<file path="src/iaie_pkg.sv">
// shared types and constants for the indexed array insert/erase block
// no dependencies; used by the channel interfaces, the cell and the top level
package iaie_pkg;

  // fixed field widths of the channels
  localparam int KIND_W = 3;
  localparam int POS_W  = 5;
  localparam int VAL_W  = 32;
  localparam int ST_W   = 2;

  // request kinds
  typedef enum logic [KIND_W-1:0] {
    REQ_GET    = 3'd0,
    REQ_SET    = 3'd1,
    REQ_INSERT = 3'd2,
    REQ_ERASE  = 3'd3,
    REQ_PUSH   = 3'd4,
    REQ_POP    = 3'd5,
    REQ_CLEAR  = 3'd6,
    REQ_RESIZE = 3'd7
  } req_t;

  // result status codes
  typedef enum logic [ST_W-1:0] {
    ST_OK    = 2'd0,
    ST_RANGE = 2'd1,
    ST_FULL  = 2'd2,
    ST_BIG   = 2'd3
  } status_t;

  // command broadcast to every cell
  typedef struct packed {
    logic go;
    req_t kind;
  } cell_cmd_t;

endpackage

</file>
<file path="src/iaie_chan_if.sv">
// request and result channel interfaces (valid/ready with payload)
// depends on iaie_pkg for the field widths
interface iaie_in_if;
  logic                           valid;
  logic                           ready;
  logic [iaie_pkg::KIND_W-1:0]    req_type;
  logic [iaie_pkg::POS_W-1:0]     position;
  logic [iaie_pkg::VAL_W-1:0]     entry_value;

  modport source (output valid, req_type, position, entry_value, input ready);
  modport sink   (input valid, req_type, position, entry_value, output ready);
endinterface

interface iaie_out_if;
  logic                           valid;
  logic                           ready;
  logic [iaie_pkg::VAL_W-1:0]     read_value;
  logic [iaie_pkg::ST_W-1:0]      status;
  logic [iaie_pkg::POS_W-1:0]     length_now;

  modport source (output valid, read_value, status, length_now, input ready);
  modport sink   (input valid, read_value, status, length_now, output ready);
endinterface

</file>
<file path="src/iaie_cell.sv">
// one storage cell of the array: holds the entry at a fixed index
// depends on iaie_pkg for the broadcast command type
module iaie_cell #(
  parameter int IDX = 0,
  parameter int CW  = 5,
  parameter int EW  = 32
) (
  input  logic                clk,
  input  iaie_pkg::cell_cmd_t cmd,
  input  logic [CW-1:0]       pos,
  input  logic [CW-1:0]       len,
  input  logic [EW-1:0]       wr_val,
  input  logic [EW-1:0]       left_data,
  input  logic [EW-1:0]       right_data,
  output logic [EW-1:0]       data
);

  localparam logic [CW:0] ME    = (CW+1)'(IDX);
  localparam logic [CW:0] ME_P1 = (CW+1)'(IDX + 1);

  logic [EW-1:0] data_r;
  logic [EW-1:0] data_nxt;
  logic [CW:0]   pos_x;
  logic [CW:0]   len_x;

  assign pos_x = {1'b0, pos};
  assign len_x = {1'b0, len};

  // per-cell update from own index compare against position and length
  always_comb begin
    data_nxt = data_r;
    if (cmd.go) begin
      case (cmd.kind)
        iaie_pkg::REQ_SET: begin
          if (ME == pos_x) data_nxt = wr_val;
        end
        iaie_pkg::REQ_INSERT: begin
          if (ME == pos_x) data_nxt = wr_val;
          else if (ME > pos_x && ME <= len_x) data_nxt = left_data;
        end
        iaie_pkg::REQ_ERASE: begin
          if (ME >= pos_x && ME_P1 < len_x) data_nxt = right_data;
        end
        iaie_pkg::REQ_PUSH: begin
          if (ME == len_x) data_nxt = wr_val;
        end
        iaie_pkg::REQ_RESIZE: begin
          if (ME >= len_x && ME < pos_x) data_nxt = wr_val;
        end
        default: begin
          data_nxt = data_r;
        end
      endcase
    end
  end

  // entry register
  always_ff @(posedge clk) begin
    data_r <= data_nxt;
  end

  assign data = data_r;

endmodule

</file>
<file path="src/indexed_array_insert_erase_top.sv">
// top level of the indexed array insert/erase block: row of cells, request
// decode, read select and a two-deep result buffer; uses iaie_pkg, iaie_cell
// and the channel interfaces
//
//   channel  dir   fields                                  transfer when
//   in_ch    in    req_type, position, entry_value         valid && ready
//   out_ch   out   read_value, status, length_now          valid && ready
//
// one request per cycle while in_ch.ready is high: every cell shifts, loads or fills
// on its own index compare in the cycle of the transfer, and the result is registered.
// a result buffer of two entries lets one more request in while a result
// waits; in_ch.ready drops only when both entries hold results.
// rst_n (synchronous, active low) empties the array and the result buffer;
// the entries themselves are not cleared.
module indexed_array_insert_erase_top #(
  parameter int CAPACITY   = 16,
  parameter int ENTRY_BITS = 32
) (
  input  logic        clk,
  input  logic        rst_n,
  iaie_in_if.sink     in_ch,
  iaie_out_if.source  out_ch
);

  localparam int LEN_W = $clog2(CAPACITY + 1);
  localparam int CW    = (LEN_W > iaie_pkg::POS_W) ? LEN_W : iaie_pkg::POS_W;
  localparam int IW    = $clog2(CAPACITY);
  localparam int WW    = (ENTRY_BITS > iaie_pkg::VAL_W) ? ENTRY_BITS : iaie_pkg::VAL_W;
  localparam logic [CW-1:0] CAP_C = CW'(CAPACITY);

  typedef struct packed {
    logic [iaie_pkg::VAL_W-1:0] rd;
    iaie_pkg::status_t          st;
    logic [iaie_pkg::POS_W-1:0] len;
  } result_t;

  logic [CW-1:0]         len_r;
  logic [CW-1:0]         len_nxt;
  logic                  out_vld_r;
  result_t               out_r;
  logic                  skid_vld_r;
  result_t               skid_r;

  logic                  acc;
  iaie_pkg::req_t        kind;
  logic [CW-1:0]         pos_c;
  logic [WW-1:0]         in_wide;
  logic [ENTRY_BITS-1:0] wr_val;
  iaie_pkg::status_t     st;
  logic                  is_read;
  logic [CW-1:0]         rd_addr_c;
  logic [IW-1:0]         rd_addr;
  logic [WW-1:0]         rd_wide;
  result_t               res;
  iaie_pkg::cell_cmd_t   cmd;
  logic [ENTRY_BITS-1:0] cell_data [CAPACITY];

  // input decode
  assign in_ch.ready = !skid_vld_r;
  assign acc         = in_ch.valid && in_ch.ready;
  assign kind        = iaie_pkg::req_t'(in_ch.req_type);
  assign pos_c       = CW'(in_ch.position);
  assign in_wide     = WW'(in_ch.entry_value);
  assign wr_val      = in_wide[ENTRY_BITS-1:0];

  // range, fullness and capacity checks
  always_comb begin
    st      = iaie_pkg::ST_OK;
    is_read = 1'b0;
    len_nxt = len_r;
    case (kind)
      iaie_pkg::REQ_GET: begin
        if (pos_c >= len_r) st = iaie_pkg::ST_RANGE;
        else is_read = 1'b1;
      end
      iaie_pkg::REQ_SET: begin
        if (pos_c >= len_r) st = iaie_pkg::ST_RANGE;
      end
      iaie_pkg::REQ_INSERT: begin
        if (pos_c > len_r) st = iaie_pkg::ST_RANGE;
        else if (len_r >= CAP_C) st = iaie_pkg::ST_FULL;
        else len_nxt = len_r + CW'(1);
      end
      iaie_pkg::REQ_ERASE: begin
        if (pos_c >= len_r) st = iaie_pkg::ST_RANGE;
        else begin
          is_read = 1'b1;
          len_nxt = len_r - CW'(1);
        end
      end
      iaie_pkg::REQ_PUSH: begin
        if (len_r >= CAP_C) st = iaie_pkg::ST_FULL;
        else len_nxt = len_r + CW'(1);
      end
      iaie_pkg::REQ_POP: begin
        if (len_r == '0) st = iaie_pkg::ST_RANGE;
        else begin
          is_read = 1'b1;
          len_nxt = len_r - CW'(1);
        end
      end
      iaie_pkg::REQ_CLEAR: begin
        len_nxt = '0;
      end
      iaie_pkg::REQ_RESIZE: begin
        if (pos_c > CAP_C) st = iaie_pkg::ST_BIG;
        else len_nxt = pos_c;
      end
      default: begin
        st = iaie_pkg::ST_OK;
      end
    endcase
  end

  // command broadcast to the cell row
  assign cmd.go   = acc && (st == iaie_pkg::ST_OK);
  assign cmd.kind = kind;

  // row of cells, each linked to its neighbors
  for (genvar i = 0; i < CAPACITY; i++) begin : g_cell
    logic [ENTRY_BITS-1:0] left_d;
    logic [ENTRY_BITS-1:0] right_d;
    if (i == 0) begin : g_first
      assign left_d = wr_val;
    end else begin : g_mid_l
      assign left_d = cell_data[i-1];
    end
    if (i == CAPACITY - 1) begin : g_last
      assign right_d = cell_data[i];
    end else begin : g_mid_r
      assign right_d = cell_data[i+1];
    end
    iaie_cell #(
      .IDX (i),
      .CW  (CW),
      .EW  (ENTRY_BITS)
    ) u_cell (
      .clk        (clk),
      .cmd        (cmd),
      .pos        (pos_c),
      .len        (len_r),
      .wr_val     (wr_val),
      .left_data  (left_d),
      .right_data (right_d),
      .data       (cell_data[i])
    );
  end

  // read select: last entry for pop, position otherwise
  assign rd_addr_c = (kind == iaie_pkg::REQ_POP) ? (len_r - CW'(1)) : pos_c;
  assign rd_addr   = rd_addr_c[IW-1:0];
  assign rd_wide   = WW'(cell_data[rd_addr]);

  // result assembly
  assign res.rd  = is_read ? rd_wide[iaie_pkg::VAL_W-1:0] : '0;
  assign res.st  = st;
  assign res.len = len_nxt[iaie_pkg::POS_W-1:0];

  // length register and two-deep result buffer
  always_ff @(posedge clk) begin
    if (!rst_n) begin
      len_r      <= '0;
      out_vld_r  <= 1'b0;
      skid_vld_r <= 1'b0;
    end else begin
      if (acc) len_r <= len_nxt;
      if (!out_vld_r || out_ch.ready) begin
        if (skid_vld_r) begin
          out_r      <= skid_r;
          skid_vld_r <= 1'b0;
        end else begin
          out_vld_r <= acc;
          out_r     <= res;
        end
      end else if (acc) begin
        skid_r     <= res;
        skid_vld_r <= 1'b1;
      end
    end
  end

  assign out_ch.valid      = out_vld_r;
  assign out_ch.read_value = out_r.rd;
  assign out_ch.status     = out_r.st;
  assign out_ch.length_now = out_r.len;

  // buffer order: the second entry is used only behind the first
  a_skid_behind_out: assert property (@(posedge clk) disable iff (!rst_n)
    skid_vld_r |-> out_vld_r)
    else $error("result buffer second entry valid without first");

  // live length stays within capacity
  a_len_bound: assert property (@(posedge clk) disable iff (!rst_n)
    len_r <= CAP_C)
    else $error("live length above capacity");

  // a refused request leaves the length alone
  a_refused_hold: assert property (@(posedge clk) disable iff (!rst_n)
    (acc && st != iaie_pkg::ST_OK) |=> $stable(len_r))
    else $error("refused request changed the length");

  // clear empties the array
  a_clear_empty: assert property (@(posedge clk) disable iff (!rst_n)
    (acc && kind == iaie_pkg::REQ_CLEAR) |=> (len_r == '0))
    else $error("clear left entries live");

endmodule

</file>
<file path="src/flat_wrapper.sv">
// flat-port wrapper written by rule: the top's interface ports become plain ports
module indexed_array_insert_erase_top_flat 
#(
  parameter int CAPACITY   = 16,
  parameter int ENTRY_BITS = 32
)
  (clk, rst_n, in_ch_valid, in_ch_req_type, in_ch_position, in_ch_entry_value, in_ch_ready, out_ch_valid, out_ch_read_value, out_ch_status, out_ch_length_now, out_ch_ready);
  iaie_in_if in_ch_i ();
  iaie_out_if out_ch_i ();
  input  logic clk;
  input  logic rst_n;
  input wire logic [$bits(in_ch_i.valid)-1:0] in_ch_valid;
  input wire logic [$bits(in_ch_i.req_type)-1:0] in_ch_req_type;
  input wire logic [$bits(in_ch_i.position)-1:0] in_ch_position;
  input wire logic [$bits(in_ch_i.entry_value)-1:0] in_ch_entry_value;
  output wire logic [$bits(in_ch_i.ready)-1:0] in_ch_ready;
  output wire logic [$bits(out_ch_i.valid)-1:0] out_ch_valid;
  output wire logic [$bits(out_ch_i.read_value)-1:0] out_ch_read_value;
  output wire logic [$bits(out_ch_i.status)-1:0] out_ch_status;
  output wire logic [$bits(out_ch_i.length_now)-1:0] out_ch_length_now;
  input wire logic [$bits(out_ch_i.ready)-1:0] out_ch_ready;
  assign in_ch_i.valid = in_ch_valid;
  assign in_ch_i.req_type = in_ch_req_type;
  assign in_ch_i.position = in_ch_position;
  assign in_ch_i.entry_value = in_ch_entry_value;
  assign in_ch_ready = in_ch_i.ready;
  assign out_ch_valid = out_ch_i.valid;
  assign out_ch_read_value = out_ch_i.read_value;
  assign out_ch_status = out_ch_i.status;
  assign out_ch_length_now = out_ch_i.length_now;
  assign out_ch_i.ready = out_ch_ready;
  indexed_array_insert_erase_top #(.CAPACITY(CAPACITY), .ENTRY_BITS(ENTRY_BITS)) u_core (.clk(clk), .rst_n(rst_n), .in_ch(in_ch_i), .out_ch(out_ch_i));
endmodule
</file>
<file path="config.mk">
export PLATFORM = sky130hd
export DESIGN_NAME = indexed_array_insert_erase_top_flat
export DESIGN_NICKNAME = d
export VERILOG_FILES = /design/src/iaie_pkg.sv /design/src/iaie_chan_if.sv /design/src/iaie_cell.sv /design/src/indexed_array_insert_erase_top.sv /design/src/flat_wrapper.sv
export SDC_FILE = /design/constraint.sdc
export NUM_CORES = 2
export LEC_CHECK = 0
export BUFFER_PORTS_ARGS = -buffer_cell sky130_fd_sc_hd__clkbuf_2
export CAP_MARGIN = 20
export CORE_MARGIN = 2
export CORE_UTILIZATION = 35
export CTS_BUF_LIST = sky130_fd_sc_hd__clkbuf_8
export CTS_CLUSTER_DIAMETER = 50
export CTS_CLUSTER_SIZE = 12
export DETAILED_ROUTE_END_ITERATION = 10
export HOLD_SLACK_MARGIN = 0.05
export SYNTH_ARGS = -nofsm -noshare
export SYNTH_HDL_FRONTEND = slang
export SYNTH_SLANG_ARGS = --single-unit
export TNS_END_PERCENT = 10
</file>
<file path="constraint.sdc">
create_clock -name clk -period 23.9 [get_ports clk]
set_input_delay 7.17 -clock clk [delete_from_list [all_inputs] [get_ports clk]]
set_output_delay 7.17 -clock clk [all_outputs]
set_load 0.02 [all_outputs]
</file>
# Word level (Yosys, flattened, before mapping)
# Index checks and enable logic that the tools add are counted.
dict set report op_classes {
  addsub 2
  magnitude_cmp 99
  eq_ne 116
  n_mux 132
  n_bitwise 4
  reduce_logical 81
}
# operator n
set op_table {}
lappend op_table {{32-bit 2-to-1 mux} 98}
lappend op_table {{32-bit one-hot mux with 5 select lines} 15}
lappend op_table {{32-bit binary-select mux with 4-bit select} 1}
lappend op_table {{32-bit one-hot mux with 4 select lines} 1}
lappend op_table {{2-bit inequality test (second input constant)} 63}
lappend op_table {{7-bit AND reduction} 15}
lappend op_table {{4-bit by 5-bit == test with 1-bit output (first input constant)} 16}
lappend op_table {{4-bit by 5-bit < comparator with 1-bit output (first input constant)} 16}
lappend op_table {{4-bit by 5-bit >= comparator with 1-bit output (first input constant)} 15}
lappend op_table {{1-bit logical AND} 49}
lappend op_table {{3-bit inequality test (second input constant)} 16}
lappend op_table {{3-bit by 5-bit == test with 1-bit output (first input constant)} 8}
lappend op_table {{3-bit by 5-bit >= comparator with 1-bit output (first input constant)} 8}
lappend op_table {{4-bit by 5-bit greater-than comparator with 1-bit output (first input constant)} 8}
lappend op_table {{4-bit by 5-bit less-or-equal comparator with 1-bit output (first input constant)} 8}
lappend op_table {{3-bit by 5-bit < comparator with 1-bit output (first input constant)} 8}
lappend op_table {{39-bit 2-to-1 mux} 1}
lappend op_table {{5-bit one-hot mux with 6 select lines} 1}
lappend op_table {{5-bit 2-to-1 mux} 5}
lappend op_table {{2-bit by 5-bit == test with 1-bit output (first input constant)} 4}
lappend op_table {{1-bit by 5-bit >= comparator with 1-bit output (first input constant)} 4}
lappend op_table {{2-bit by 5-bit >= comparator with 1-bit output (first input constant)} 4}
lappend op_table {{3-bit by 5-bit greater-than comparator with 1-bit output (first input constant)} 4}
lappend op_table {{3-bit by 5-bit less-or-equal comparator with 1-bit output (first input constant)} 4}
lappend op_table {{other kinds (36)} 62}
dict set report totals {
  register_bits 597
  inputBits 44
  wordCells 459
}

# Logic depth before layout (Yosys ltp)
dict set report logic_depth {
  depth_word 8
  depth_mapped 13
  mapped_depth_nobuf 9
}

# Cells and area by module
# From an unflattened synthesis, not the netlist that was laid out.
dict set report hier_totals {
  cells_unflattened 3702
  hier_area_um2 40065.9
}
# module instances cells_each area_per_inst_um2 seq_area_each_um2
set by_module_without_submodules {}
lappend by_module_without_submodules {indexed_array_insert_erase_top 1 1019 9342.7 2482.4}
lappend by_module_without_submodules {{iaie_cell (u_core.g_cell[7].u_cell)} 1 194 2163.3 960.9}
lappend by_module_without_submodules {{iaie_cell (u_core.g_cell[4].u_cell)} 1 171 2138.3 960.9}
lappend by_module_without_submodules {{iaie_cell (u_core.g_cell[5].u_cell)} 1 170 2132.0 960.9}
lappend by_module_without_submodules {{iaie_cell (u_core.g_cell[3].u_cell)} 1 166 2102.0 960.9}
lappend by_module_without_submodules {{iaie_cell (u_core.g_cell[2].u_cell)} 1 169 2010.7 960.9}
lappend by_module_without_submodules {{iaie_cell (u_core.g_cell[14].u_cell)} 1 165 1958.1 960.9}
lappend by_module_without_submodules {{iaie_cell (u_core.g_cell[6].u_cell)} 1 169 1938.1 960.9}
lappend by_module_without_submodules {{iaie_cell (u_core.g_cell[15].u_cell)} 1 164 1911.8 960.9}
lappend by_module_without_submodules {{iaie_cell (u_core.g_cell[8].u_cell)} 1 171 1846.8 960.9}
lappend by_module_without_submodules {{iaie_cell (u_core.g_cell[12].u_cell)} 1 170 1843.0 960.9}
lappend by_module_without_submodules {{iaie_cell (u_core.g_cell[1].u_cell)} 1 168 1808.0 960.9}
lappend by_module_without_submodules {{iaie_cell (u_core.g_cell[9].u_cell)} 1 169 1796.7 960.9}
lappend by_module_without_submodules {{iaie_cell (u_core.g_cell[13].u_cell)} 1 171 1794.2 960.9}
lappend by_module_without_submodules {{3 more rows} - - - -}

# Least setup slack after synthesis
# OpenSTA, ideal clock, no wires.
dict set report synth_path {
  path_kind {input -> register}
  start {in in_ch_position[0]}
  end {reg u_core.g_cell[11].u_cell.data_r[0] (enable)}
  setup_ns 0.594
  t_arrival_ns 14.239
  required_time_ns 23.306
  path_slack_ns 9.067
  stages 10
  n_path_buf 1
  path_cell_list {clkbuf_1 > inv_1 > ha_1 > nor2b_1 > o21a_1 > o21bai_1 > a211oi_4 > o32ai_2 > or4_4 > a2111oi_0}
}
# element line_no
set synth_rtl {}
lappend synth_rtl {{start, declared} flat_wrapper.sv:14} ;# input wire logic [$bits(in_ch_i.position)-1:0] in_ch_position;
lappend synth_rtl {{end signal, assigned} iaie_cell.sv:59} ;# data_r <= data_nxt;
lappend synth_rtl {{end, declared} iaie_cell.sv:21} ;# logic [EW-1:0] data_r;

==> run_results.csv <==
group,metric,value,unit
finish,nets,3461,
timing,whs,549,ps
logic_synthesis,ys_warn_count,0,
finish,drive_above_1_share,12.1,%
routing,routed_via_density,6.31,
logic_synthesis,synth_seq_cells,597,
floorplanning,fp.coreArea,98700,sq um
timing,post-route-min-period,11390,ps
routing,drc,0,
critical_path,crit_path_end_kind,"flop",
routing,ant_nets,0,
grt,overflow,0,
routing,totalWireLength,129000,um
floorplanning,die_area,102000,sq um
hold_path,hp-class,"flop to flop",
placed_design,placed_area,36600,sq um
clocking,cts_max_level,3,
logic_synthesis,synthAdderAreaFrac,0.358,%
clocking,cts.sinks,597,
clocking,postCtsSetupBuffers,0,
critical_path,ff2ff_setup_slack,18680,ps
floorplanning,die_x,320,um
clocking,numCtsBuffers,66,
critical_path,cp_data_required_time,24360,ps
clocking,clk_pin_slew_worst_paths,90,ps
critical_path,start_kind,"input pin",
pwr,ir_drop,0.0398,mV
logic_synthesis,synth_top_family_by_area,"compound AO/OA/AOI/OAI gates",
routing,drt-initial-drc-count,4549,
timing,min_period_over_period,47.7,%
grt,antenna_found_initial,7,
timing,fmax,0.0878,GHz
placed_design,port_buffers,84,
floorplanning,initial_core_util,35.4,%
placed_design,hpwl,70100,um
critical_path,r2r_cells,11,
critical_path,critical_path_class,"input pin to flop",
timing,finClkSkew,36.1,ps
routing,wire_per_inst,27.4,um
floorplanning,die-height,320,um
flow_run,drv_cap,0,
logic_synthesis,synth_cell_type_count,67,
routing,dr.pass1.iters,10,
timing,relSlewSlack,22.4,%
logic_synthesis,synth_compound_gate_area_share,20.2,%
run_status,status,"complete, no violations",
grt,grt_max_degree,198,
clocking,clock_path_buffers,3,
critical_path,path_max_fanout,139,
logic_synthesis,synthSimpleGateAreaFrac,12.9,%
clocking,worstSkewPairLatency,720,ps
critical_path,reg2reg_from,"u_core.len_r[1]$_SDFFE_PN0P_",
pwr,p_leak,14.0,nW
finish,layout_common_cells,"nand2_1, edfxtp_1, o21ai_0",
timing,drv_slew,0,
logic_synthesis,synth_xor_area_share,0.125,%
logic_synthesis,syn-instance-count,3524,
timing,setup_violations,0,
logic_synthesis,syn_area,35000,sq um
routing,num_vias,29800,
placed_design,gp_congestion,0.911,
grt,grt_pass1_wl,190000,um
logic_synthesis,synthMuxAreaShare,10.6,%
logic_synthesis,async_reset_ff_share,0,%
critical_path,cp_data_arrival_time,11850,ps
floorplanning,io_pins,85,
timing,finalHoldViolCount,0,
hold_path,min_from,"u_core.skid_r[30]$_DFFE_PP_",
timing,worstMarginPinSlew,1160,ps
clocking,cts_resized,0,
floorplanning,std_cell_rows,115,
critical_path,worstReg2RegEnd,"u_core.out_ch.read_value[2]$_DFFE_PP_",
hold_path,whs_path_depth,1,
finish,area_growth,8.18,%
grt,grt_util_all_layers,24.4,%
logic_synthesis,synth_edf_count,590,
pwr,p_per_area,63.1,nW/um^2
hold_path,hold-path-endpoint,"u_core.out_ch.read_value[23]$_DFFE_PP_",
timing,tns,0,ps
clocking,postCtsHoldBufs,0,
logic_synthesis,synth.avg_cell_area,9.92,sq um
logic_synthesis,yosys_most_used_dff,"edfxtp_1",
timing,rsz0062_at_grt,"no",
logic_synthesis,yosysSeqAreaShare,51.1,%
clocking,cts_root_buf,"clkbuf_8",
logic_synthesis,syn_nets,3578,
finish,layout_commonest_cell,"nand2_1",
clocking,tritoncts,"built",
finish,fill_cells,9639,
finish,finish.instance_area,37800,sq um
grt,grt_pass1_vias,28200,
==> worst max path at each step <==
stage / to / start
detailed placement: u_core.g_cell[5].u_cell.data[20]$_DFFE_PP_ / in_ch_req_type[2]
finish: u_core.out_ch.read_value[2]$_DFFE_PP_ / in_ch_req_type[0]
global placement: u_core.g_cell[3].u_cell.data[12]$_DFFE_PP_ / in_ch_req_type[2]
CTS: u_core.g_cell[5].u_cell.data[20]$_DFFE_PP_ / in_ch_req_type[2]
floorplan: u_core.g_cell[11].u_cell.data[0]$_DFFE_PP_ / in_ch_position[0]
global route: u_core.out_ch.read_value[5]$_DFFE_PP_ / in_ch_req_type[0]
==> per-layer routing <==
metal	part of all wire (%)	wire, um	track usage (%)	up-vias
li1	-	-	-	12900
met1	39	50700	32.6	14600
met2	46	59400	38.9	1949
met3	11	14300	4.89	324
met4	3.8	4970	9.60	2
met5	0.010	13	0	-
==> report_power, final <==
part | leakage [nW] | switching, mW | internal [mW]
Clock | 0.608 | 0.405 | 0.280
Combinational | 7.96 | 0.308 | 0.139
Sequential | 5.48 | 0.0370 | 1.22
Total | 14.0 | 0.750 | 1.64
==> cells by family (layout without fill, tap and decap cells) <==
group           Yosys count  count (layout)
simple gates           1021            1021
buf+inv                 393             306
compound gates         1139            1139
other cells               0               5
mux                     359             359
flops                   597             597
fa+ha+maj                10              10
xor+xnor                  5               5
==> flip-flops by register name, summed over array words and instances (netlist names) <==
signal / cells
u_core.g_cell.u_cell.data: 512
u_core.skid_r: 39
u_core.out_ch.read_value: 32
u_core.len_r: 5
u_core.out_ch.length_now: 5
u_core.out_ch.status: 2
u_core.out_ch.valid: 1
u_core.skid_vld_r: 1
==> synth_stat cells, types with 4 or more instances <==
| master | n | area, sq um |
|---|---|---|
| nor4_1 | 4 | 25.0 |
| nand2b_1 | 9 | 56.3 |
| nor3_1 | 28 | 140 |
| nand3_1 | 25 | 125 |
| a32oi_1 | 9 | 78.8 |
| nor2b_1 | 13 | 81.3 |
| clkbuf_1 | 287 | 1080 |
| ha_1 | 10 | 125 |
| o21ai_0 | 467 | 2340 |
| a222oi_1 | 32 | 320 |
| nor2_1 | 132 | 495 |
| and2_1 | 8 | 50.1 |
| a21oi_1 | 195 | 976 |
| xnor2_1 | 5 | 43.8 |
| edfxtp_1 | 590 | 17700 |
| mux2i_1 | 289 | 2890 |
| buf_6 | 7 | 78.8 |
| o31ai_1 | 7 | 52.6 |
| inv_1 | 45 | 169 |
| nand2_1 | 676 | 2540 |
| a21boi_0 | 4 | 30.0 |
| dfxtp_1 | 7 | 140 |
| buf_2 | 19 | 95.1 |
| a22oi_1 | 340 | 2550 |
| buf_4 | 25 | 188 |
| nor4_2 | 33 | 413 |
| and3_1 | 78 | 488 |
| o22ai_1 | 4 | 25.0 |
| o32ai_1 | 34 | 298 |
| a31oi_1 | 13 | 81.3 |
| mux2_2 | 68 | 766 |
| buf_1 | 7 | 26.3 |
==> layout make-up <==
class,instances,area (sq um),area share (%)
timing repair buffer,160,1050,2.77
clock buffer,68,936,2.47
multi-input combinational,2534,16000,42.2
clock inverter,30,209,0.552
sequential,597,17900,47.2
inverter,48,180,0.476
tap,1287,1610,4.26
antenna,5,12.5,0.0331
==> metrics by stage <==
step                      setup WS [ps]  utilization (%)  power [mW]  cells
final                             12510             38.3        2.39   4729
after global routing              12360             38.3        2.46   4727
after detailed placement          11780             37.1        1.71   4625
after CTS                         12580             38.3        2.39   4723
after floorplan                    9070                -        1.56   3524
after global placement            11900             37.1        1.71   4625
==> worst max-delay path: stages <==
cell	delay [ps]
buf_8	640
and3b_1	610
mux2i_4	330
buf_12	810
buf_4	970
mux2i_1	280
mux2i_1	140
o32ai_1	220
nor4_2	100
mux2_2	310
(Power assumes the default switching activity.)
